## src/design/mtda_pkg.sv

```systemverilog
`default_nettype none

package mtda_pkg;

	localparam int QUEUE_DEPTH = 2;

	localparam logic [6:0] ASCII_ZERO  = 7'h30;
	localparam logic [6:0] ASCII_POINT = 7'h2E;

	localparam logic [1:0] W_TENTHOUSANDS = 2'd0;
	localparam logic [1:0] W_THOUSANDS    = 2'd1;
	localparam logic [1:0] W_HUNDREDS     = 2'd2;
	localparam logic [1:0] W_TENS         = 2'd3;

	typedef struct packed {
		logic [15:0] millis;
		logic        lead;
	} item_t;

	function automatic logic [16:0] mult_of(input logic [1:0] widx, input logic [3:0] k);
		logic [16:0] kk;
		logic [16:0] r;
		kk = {13'd0, k};
		case (widx)
			W_TENTHOUSANDS: r = kk * 17'd10000;
			W_THOUSANDS:    r = kk * 17'd1000;
			W_HUNDREDS:     r = kk * 17'd100;
			default:        r = kk * 17'd10;
		endcase
		return r;
	endfunction

endpackage

`default_nettype wire

```

## src/design/mtda_front.sv

```systemverilog
`default_nettype none

module mtda_front import mtda_pkg::*; (
	input  wire logic        clk,
	input  wire logic        arst_n,
	input  wire logic        in_valid,
	output logic             in_ready,
	input  wire logic [15:0] millis,
	output logic             q_valid,
	output item_t            q_item,
	input  wire logic        q_pop
);

	item_t      mem_q [QUEUE_DEPTH];
	logic       wr_ptr_q;
	logic       rd_ptr_q;
	logic [1:0] count_q;
	logic       push;
	item_t      new_item;

	assign in_ready = (count_q != 2'(QUEUE_DEPTH));
	assign push     = in_valid && in_ready;
	assign q_valid  = (count_q != 2'd0);
	assign q_item   = mem_q[rd_ptr_q];

	// The leading digit is sent only for counts of ten thousand and above.
	assign new_item.millis = millis;
	assign new_item.lead   = (millis >= 16'd10000);

	always_ff @(posedge clk) begin
		if (push) begin
			mem_q[wr_ptr_q] <= new_item;
		end
	end

	always_ff @(posedge clk or negedge arst_n) begin
		if (!arst_n) begin
			wr_ptr_q <= 1'b0;
			rd_ptr_q <= 1'b0;
			count_q  <= 2'd0;
		end else begin
			if (push) begin
				wr_ptr_q <= ~wr_ptr_q;
			end
			if (q_pop) begin
				rd_ptr_q <= ~rd_ptr_q;
			end
			count_q <= count_q + {1'b0, push} - {1'b0, q_pop};
		end
	end

endmodule

`default_nettype wire

```

## src/design/mtda_back.sv

```systemverilog
`default_nettype none

module mtda_back import mtda_pkg::*; (
	input  wire logic       clk,
	input  wire logic       arst_n,
	input  wire logic       q_valid,
	input  wire item_t      q_item,
	output logic            q_pop,
	output logic            out_valid,
	input  wire logic       out_ready,
	output logic [6:0]      character,
	output logic            final_char
);

	localparam logic [1:0] ST_IDLE  = 2'd0;
	localparam logic [1:0] ST_DIGIT = 2'd1;
	localparam logic [1:0] ST_POINT = 2'd2;
	localparam logic [1:0] ST_ONES  = 2'd3;

	logic [1:0]  state_q, state_d;
	logic [1:0]  widx_q, widx_d;
	logic [15:0] rem_q, rem_d;
	logic        lead_q, lead_d;
	logic        out_valid_q;
	logic [6:0]  char_q;
	logic        final_q;

	logic        advance;
	logic        emit;
	logic [6:0]  emit_char;
	logic        emit_final;
	logic [3:0]  digit;
	logic [16:0] sub;

	assign advance    = !out_valid_q || out_ready;
	assign out_valid  = out_valid_q;
	assign character  = char_q;
	assign final_char = final_q;

	always_comb begin
		digit = 4'd0;
		sub   = 17'd0;
		for (int k = 1; k <= 9; k++) begin
			if ({1'b0, rem_q} >= mult_of(widx_q, 4'(k))) begin
				digit = 4'(k);
				sub   = mult_of(widx_q, 4'(k));
			end
		end
	end

	always_comb begin
		q_pop      = 1'b0;
		emit       = 1'b0;
		emit_char  = ASCII_ZERO;
		emit_final = 1'b0;
		state_d    = state_q;
		widx_d     = widx_q;
		rem_d      = rem_q;
		lead_d     = lead_q;
		case (state_q)
			ST_IDLE: begin
				if (q_valid) begin
					q_pop   = 1'b1;
					rem_d   = q_item.millis;
					lead_d  = q_item.lead;
					widx_d  = W_TENTHOUSANDS;
					state_d = ST_DIGIT;
				end
			end
			ST_DIGIT: begin
				if (widx_q == W_TENTHOUSANDS && !lead_q) begin
					widx_d = W_THOUSANDS;
				end else if (advance) begin
					emit      = 1'b1;
					emit_char = ASCII_ZERO + {3'd0, digit};
					rem_d     = rem_q - sub[15:0];
					widx_d    = widx_q + 2'd1;
					if (widx_q == W_THOUSANDS) begin
						state_d = ST_POINT;
					end else if (widx_q == W_TENS) begin
						state_d = ST_ONES;
					end
				end
			end
			ST_POINT: begin
				if (advance) begin
					emit      = 1'b1;
					emit_char = ASCII_POINT;
					state_d   = ST_DIGIT;
				end
			end
			ST_ONES: begin
				if (advance) begin
					emit       = 1'b1;
					emit_char  = ASCII_ZERO + {3'd0, rem_q[3:0]};
					emit_final = 1'b1;
					if (q_valid) begin
						q_pop   = 1'b1;
						rem_d   = q_item.millis;
						lead_d  = q_item.lead;
						widx_d  = W_TENTHOUSANDS;
						state_d = ST_DIGIT;
					end else begin
						state_d = ST_IDLE;
					end
				end
			end
			default: begin
				state_d = ST_IDLE;
			end
		endcase
	end

	always_ff @(posedge clk) begin
		rem_q  <= rem_d;
		lead_q <= lead_d;
		if (emit) begin
			char_q  <= emit_char;
			final_q <= emit_final;
		end
	end

	always_ff @(posedge clk or negedge arst_n) begin
		if (!arst_n) begin
			state_q     <= ST_IDLE;
			widx_q      <= W_TENTHOUSANDS;
			out_valid_q <= 1'b0;
		end else begin
			state_q <= state_d;
			widx_q  <= widx_d;
			if (emit) begin
				out_valid_q <= 1'b1;
			end else if (out_ready) begin
				out_valid_q <= 1'b0;
			end
		end
	end

endmodule

`default_nettype wire

```

## src/design/millis_to_decimal_ascii_top.sv

```systemverilog
`default_nettype none

// Channel   Handshake              Payload
// input     in_valid / in_ready    millis[15:0]
// output    out_valid / out_ready  character[6:0], final_char
//
// In the back-end sequencer each count passes through one step per decimal digit
// or point and yields five or six characters; the step for the leading digit is
// spent even when that digit is not sent. A count that reaches an idle sequencer
// is first loaded from the queue in a step of its own.
// A two-entry queue lets the input side take new counts while output is stalled.
// Reset clears the queue, the sequencer state and the output valid flag.

module millis_to_decimal_ascii_top import mtda_pkg::*; (
	input  wire logic        clk,
	input  wire logic        arst_n,
	input  wire logic        in_valid,
	output logic             in_ready,
	input  wire logic [15:0] millis,
	output logic             out_valid,
	input  wire logic        out_ready,
	output logic [6:0]       character,
	output logic             final_char
);

	logic  q_valid;
	logic  q_pop;
	item_t q_item;

	mtda_front u_front (
		.clk      (clk),
		.arst_n   (arst_n),
		.in_valid (in_valid),
		.in_ready (in_ready),
		.millis   (millis),
		.q_valid  (q_valid),
		.q_item   (q_item),
		.q_pop    (q_pop)
	);

	mtda_back u_back (
		.clk        (clk),
		.arst_n     (arst_n),
		.q_valid    (q_valid),
		.q_item     (q_item),
		.q_pop      (q_pop),
		.out_valid  (out_valid),
		.out_ready  (out_ready),
		.character  (character),
		.final_char (final_char)
	);

endmodule

`default_nettype wire

```

## config.mk

```make
export PLATFORM = sky130hd
export DESIGN_NAME = millis_to_decimal_ascii_top
export DESIGN_NICKNAME = d
export VERILOG_FILES = /design/src/design/mtda_pkg.sv /design/src/design/mtda_front.sv /design/src/design/mtda_back.sv /design/src/design/millis_to_decimal_ascii_top.sv
export SDC_FILE = /design/constraint.sdc
export NUM_CORES = 1
export LEC_CHECK = 0
export ABC_AREA = 1
export BUFFER_PORTS_ARGS = -buffer_cell sky130_fd_sc_hd__buf_4
export CAP_MARGIN = 10
export CORE_MARGIN = 4
export CORE_UTILIZATION = 64
export CTS_CLUSTER_DIAMETER = 100
export CTS_CLUSTER_SIZE = 24
export DETAILED_ROUTE_END_ITERATION = 16
export PLACE_DENSITY = 0.92
export SETUP_SLACK_MARGIN = 0.1
export SLEW_MARGIN = 10
export SYNTH_ARGS = -nofsm -noshare
export SYNTH_HDL_FRONTEND = slang
export SYNTH_HIERARCHICAL = 1
export SYNTH_SLANG_ARGS = --single-unit
export TNS_END_PERCENT = 100
```

## constraint.sdc

```tcl
create_clock -name clk -period 5.45 [get_ports clk]
set_input_delay 1.3625 -clock clk [delete_from_list [all_inputs] [get_ports clk]]
set_output_delay 1.3625 -clock clk [all_outputs]
set_load 0.02 [all_outputs]
```

* Yosys cells after proc, flatten, opt, wreduce, memory -nomap -nowiden *
Memory sizes are Yosys's and may differ from the RTL's.
Index checks and enable logic that the tools add are counted.
W data, S select, Z words.

storage, ports and cells
  memories = 1
  word-level logic and storage cells = 123
  register bits = 34
  memory bits (writable) = 34

memories
  name           depth  width  rd ports  clocked after memory_dff  write ports  RTL line          text
  u_front.mem_q  2      17     1         0                         1            mtda_front.sv:14  item_t mem_q [QUEUE_DEPTH];

operators by class
  reductions and logical operators = 16
  eq/ne operators = 14
  order comparisons = 10
  $add $sub $neg = 6
  bitwise operators = 2
  mux-type cells = 64

operators by type and width
  operator                number
  $mux W16                12
  $pmux W16 S3            4
  $pmux W17 S3            3
  $pmux W15 S3            2
  $ge A16 B17 Y1          3
  $ge A16 B16 Y1          3
  $pmux W14 S3            1
  $ge A16 B15 Y1          2
  $mux W2                 13
  $mux W7                 3
  $pmux W7 S3             1
  $ge A16 B14 Y1          1
  $ge A16 B14 Y1 const B  1
  $sub A16 B16 Y16        1
  $add A6 B4 Y7 const A   2
  $mux W14                1
  $mux W1                 12
  $mux W3                 4
  $eq A2 B2 Y1 const B    4
  $mux W4                 2
  $pmux W2 S4             1
  $ne A2 B1 Y1 const B    3
  $ne A2 B2 Y1 const B    3
  $ne A3 B1 Y1 const B    2
  other kinds (19)        28

* Logic depth before layout (Yosys ltp) *
  depth in word-level cells = 16
  mapped depth = 37

* Modules after synthesis *
The synthesis kept the hierarchy.

modules (own cells, without submodules)
  module      cells each  instances  sequential area each (um2)  area an instance (um2)
  mtda_back   788         1          815.8                       5,121.2
  mtda_front  92          1          1,121.1                     1,534.0

* Worst setup path after synthesis *
OpenSTA, ideal clock, no wires.

  kind = register -> register
  from = register u_back.widx_q[1]
  to = register u_back.rem_q[15], data pin
  data arrival time = 4,258 ps
  stages on the path, launching flop included = 30
  path slack = 939 ps
  clock period less this slack = 4,511 ps
  cells stage by stage = dfrtp_1 inv_1 ha_1 buf_2 inv_1 a21oi_1 inv_1 ha_1 nand2_1 nor2_1 nand3_1 nor3_1 nand3_1 nand3_4 inv_1 o31ai_1 nand2_1 o21ai_1 nand2_1 ha_1 inv_1 nor3_1 nand3_1 o2111ai_1 nand3_1 nand2_1 a21o_1 nand3_1 nand3_1 nand2_1

between the ends
  longest elaborated chain between the ends = 16

RTL lines
  item                                        RTL line          text
  from (decl)                                 mtda_back.sv:21   logic [1:0] widx_q, widx_d;
  from (signal assigned)                      mtda_back.sv:130  widx_q <= widx_d;
  $eq A2 B2 Y1, or another cell as far along  mtda_pkg.sv:24    case (widx)
  $pmux W14 S3                                mtda_pkg.sv:24
  $ge A16 B14 Y1                              mtda_back.sv:44   if ({1'b0, rem_q} >= mult_of(widx_q, 4'(k))) begin
  $mux W14                                    mtda_back.sv:44
  $mux W16 (7 in a row)                       mtda_back.sv:44
  $mux W16 (*)                                mtda_back.sv:44
  $sub A16 B16 Y16 (*)                        mtda_back.sv:76   rem_d = rem_q - sub[15:0];
  $mux W16 (*)                                mtda_back.sv:73   end else if (advance) begin
  $mux W16 (*)                                mtda_back.sv:71   if (widx_q == W_TENTHOUSANDS && !lead_q) begin
  $pmux W16 S3 (*)                            mtda_back.sv:60   case (state_q)
  via u_back.rem_d[15]                        mtda_back.sv:22   logic [15:0] rem_q, rem_d;
  to (signal assigned)                        mtda_back.sv:115  rem_q <= rem_d;
  to (decl)                                   mtda_back.sv:22

The timed path passes the listed nets; every way through them passes the cells marked *. The select of a mux whose other input is x is not followed.
A chain may end at the register's enable or synchronous reset.

* Worst setup path in the final report *
  from = register u_back.widx_q[0]
  to = register u_back.rem_q[15], data pin

Same word-level chain as after synthesis.

==> out/metrics.yaml <==
port_buffers: 27
grt_antenna_before_repair: 0
ys_top_cells_by_area: "edfxtp_1, ha_1, nand2_1"
critPathBufInv: 4
arrival_ps: 5150
end_kind: "register"
ant_nets: 0
ys_ff_latch: 66
drv_cap: 0
nNetsFinal: 1033
core_sq_um: 9955
crit_slowest_cell: "dfrtp_1"
syn_inst: 880
synth-seq-area-share: 0.2910
r2r_cells: 26
grt_max_degree: 28
grt-ovfl-total: 0
ctsHoldBuffers: 0
syn_avg_cell_area_sq_um: 7.563
worstMarginPinSlew_ps: 930.0
first_global_vias: 6168
syn_area_sq_um: 6655
holdPathStages: 1
postRouteWirelength_microns: 20360
cp_max_fo: 10
dieHeight_microns: 110.0
synthArstFlopShare: 0.1364
drive_gt1_frac: 0.1242
fin_crit_sh: 0.9286
dieArea_sq_um: 12090
cts_max_path_buffers: 2
clock_sinks: 66
multi_input_area_sq_um: 4208
die_w_microns: 110.0
placed_area_sq_um: 7063
cp_slowest_stage_delay_ps: 460
place_hpwl_microns: 15710
cts_root_buf: "clkbuf_8"
track_usage: 0.3487
fin_crit_ps: 5061
via_per_inst: 6.188
fillers: 780
clk_latency_ps: 340
ctsHtreeMaxLevel: 3
ys_types: 54
hold_viol_final: 0
synth_flop_cell: "edfxtp_1"
yosys_warnings: 6
required_ps: 5540
yosys.area.top_type: "edfxtp_1"
vias: 6553
relSlewSlack: 0.3800
cts_tree: "built"
synth_edf_count: 57
rows: 36
area.sequential_sq_um: 1937
cts-buffers-inserted: 9
wl_per_cell_microns: 19.22
timing.final.max_slew_violations: 0
setup_viol: 0
drc: 0
fmax_mhz: 197.6
skew_ps: 7.976
diodes: 0
synthTopCellsByCount: "nand2_1, inv_1, ha_1"
clk_pin_slew_worst_paths_ps: 80
cp_num_cells: 26
area_growth_pct: 9.024
first_pass_iters: 8
yosysMostFrequentCell: "nand2_1"
hold_path.class: "reg -> reg"
start_util: 0.6686
grt_first_pass_wirelength_microns: 31850
cp-start-kind: "register"
place_congestion: 1.056
design_area_sq_um: 7256
syn-num-nets: 992
tns_ps: 0
ios: 30
outcome: "complete, no violations"
crit_type: "reg -> reg"
rsz0062_at_grt: "false"
synth_top_area_frac: 0.2572
drt_iter0_markers: 783
cpLargestDelayFamily: "compound AO/OA/AOI/OAI gates"
[flip-flops by register name, summed over array words and instances, names as in the netlist, 2 cells and up]
| name | count |
|---|---|
| u_back/state_q | 2 |
| u_front/mem_q | 34 |
| u_back/widx_q | 2 |
| u_back/rem_q | 16 |
| u_back/character | 5 |
| u_front/count_q | 2 |
[cell families after synthesis]
family          after synthesis  synth area share
flops                        66            0.2910
mux                          17           0.03384
simple gates                392            0.2581
fa+ha+maj                    92            0.1741
xor+xnor                      7          0.009212
other cells                   2          0.001128
compound gates              178            0.1523
buf+inv                     126           0.08028
[metrics by stage]
step                setup slack (ps)  cells    util  hold WS [ps]
finish                         389.2   1059  0.7289         522.5
global route                   100.8   1059  0.7289         551.1
CTS                            277.9   1059  0.7265         522.4
detailed placement             321.5   1043  0.7095         506.4
global placement               355.2   1043  0.7095         489.8
floorplan                      939.3    880       -         478.4
[layout by cell type, fill, tap and decap left out, types with 3 or more instances in the layout]
cell,Yosys,routed
o21ai_0,45,45
o21bai_1,3,3
nand3b_1,3,3
nand2_1,204,204
o211ai_1,3,3
nor3_1,16,15
o21ai_1,13,13
inv_2,6,7
dfrtp_1,9,9
clkinv_2,0,4
buf_4,3,50
nor2_1,75,74
a21o_1,5,5
inv_1,98,97
nand4_1,19,19
a21oi_1,73,72
nor2_2,4,5
nor4_1,7,6
o31ai_1,7,7
xor2_1,5,5
edfxtp_1,57,57
ha_1,91,90
a21oi_2,4,5
clkbuf_8,0,9
nor2_4,3,3
mux2_4,9,9
nand3_1,52,52
a31oi_1,8,8
mux2_2,8,8
[worst paths after layout]
| check | start | endpoint | slack (ps) |
|---|---|---|---|
| min in group asynchronous | arst_n | u_back/widx_q[0]$_DFFE_PN0P_ | 830 |
| max in group asynchronous | arst_n | u_front/rd_ptr_q$_DFFE_PN0P_ | 4470 |
| max reg2reg | u_back/widx_q[0]$_DFFE_PN0P_ | u_back/rem_q[15]$_DFFE_PP_ | 390 |
| min | u_front/count_q[0]$_DFF_PN0_ | u_front/count_q[0]$_DFF_PN0_ | 520 |
| min reg2reg | u_front/count_q[0]$_DFF_PN0_ | u_front/count_q[0]$_DFF_PN0_ | 520 |
| max | u_back/widx_q[0]$_DFFE_PN0P_ | u_back/rem_q[15]$_DFFE_PP_ | 390 |
[layer usage]
metal | up-vias | part of all wire | track usage
met4 | 0 | 0.051 | 0.1719
met1 | 2947 | 0.39 | 0.4318
li1 | 3116 | - | -
met2 | 406 | 0.46 | 0.5862
met5 | - | 0 | 0
met3 | 84 | 0.094 | 0.06115
[area by class of cell]
cell class | count | area share
Timing Repair Buffer | 50 | 0.05173
Tap cell | 133 | 0.02294
Sequential cell | 66 | 0.2669
Clock buffer | 9 | 0.01707
Multi-Input combinational cell | 688 | 0.5799
Clock inverter | 7 | 0.006208
Inverter | 106 | 0.05518
[timing repair]
| action | in CTS | in global routing |
|---|---|---|
| gates resized for setup | 0 | 7 |
| setup endpoints to repair | 0 | 6 |
| buffers inserted | 0 | 0 |
Power is not shown: default switching activity piles up to over one toggle a cycle in this logic, so the estimate is an artifact.
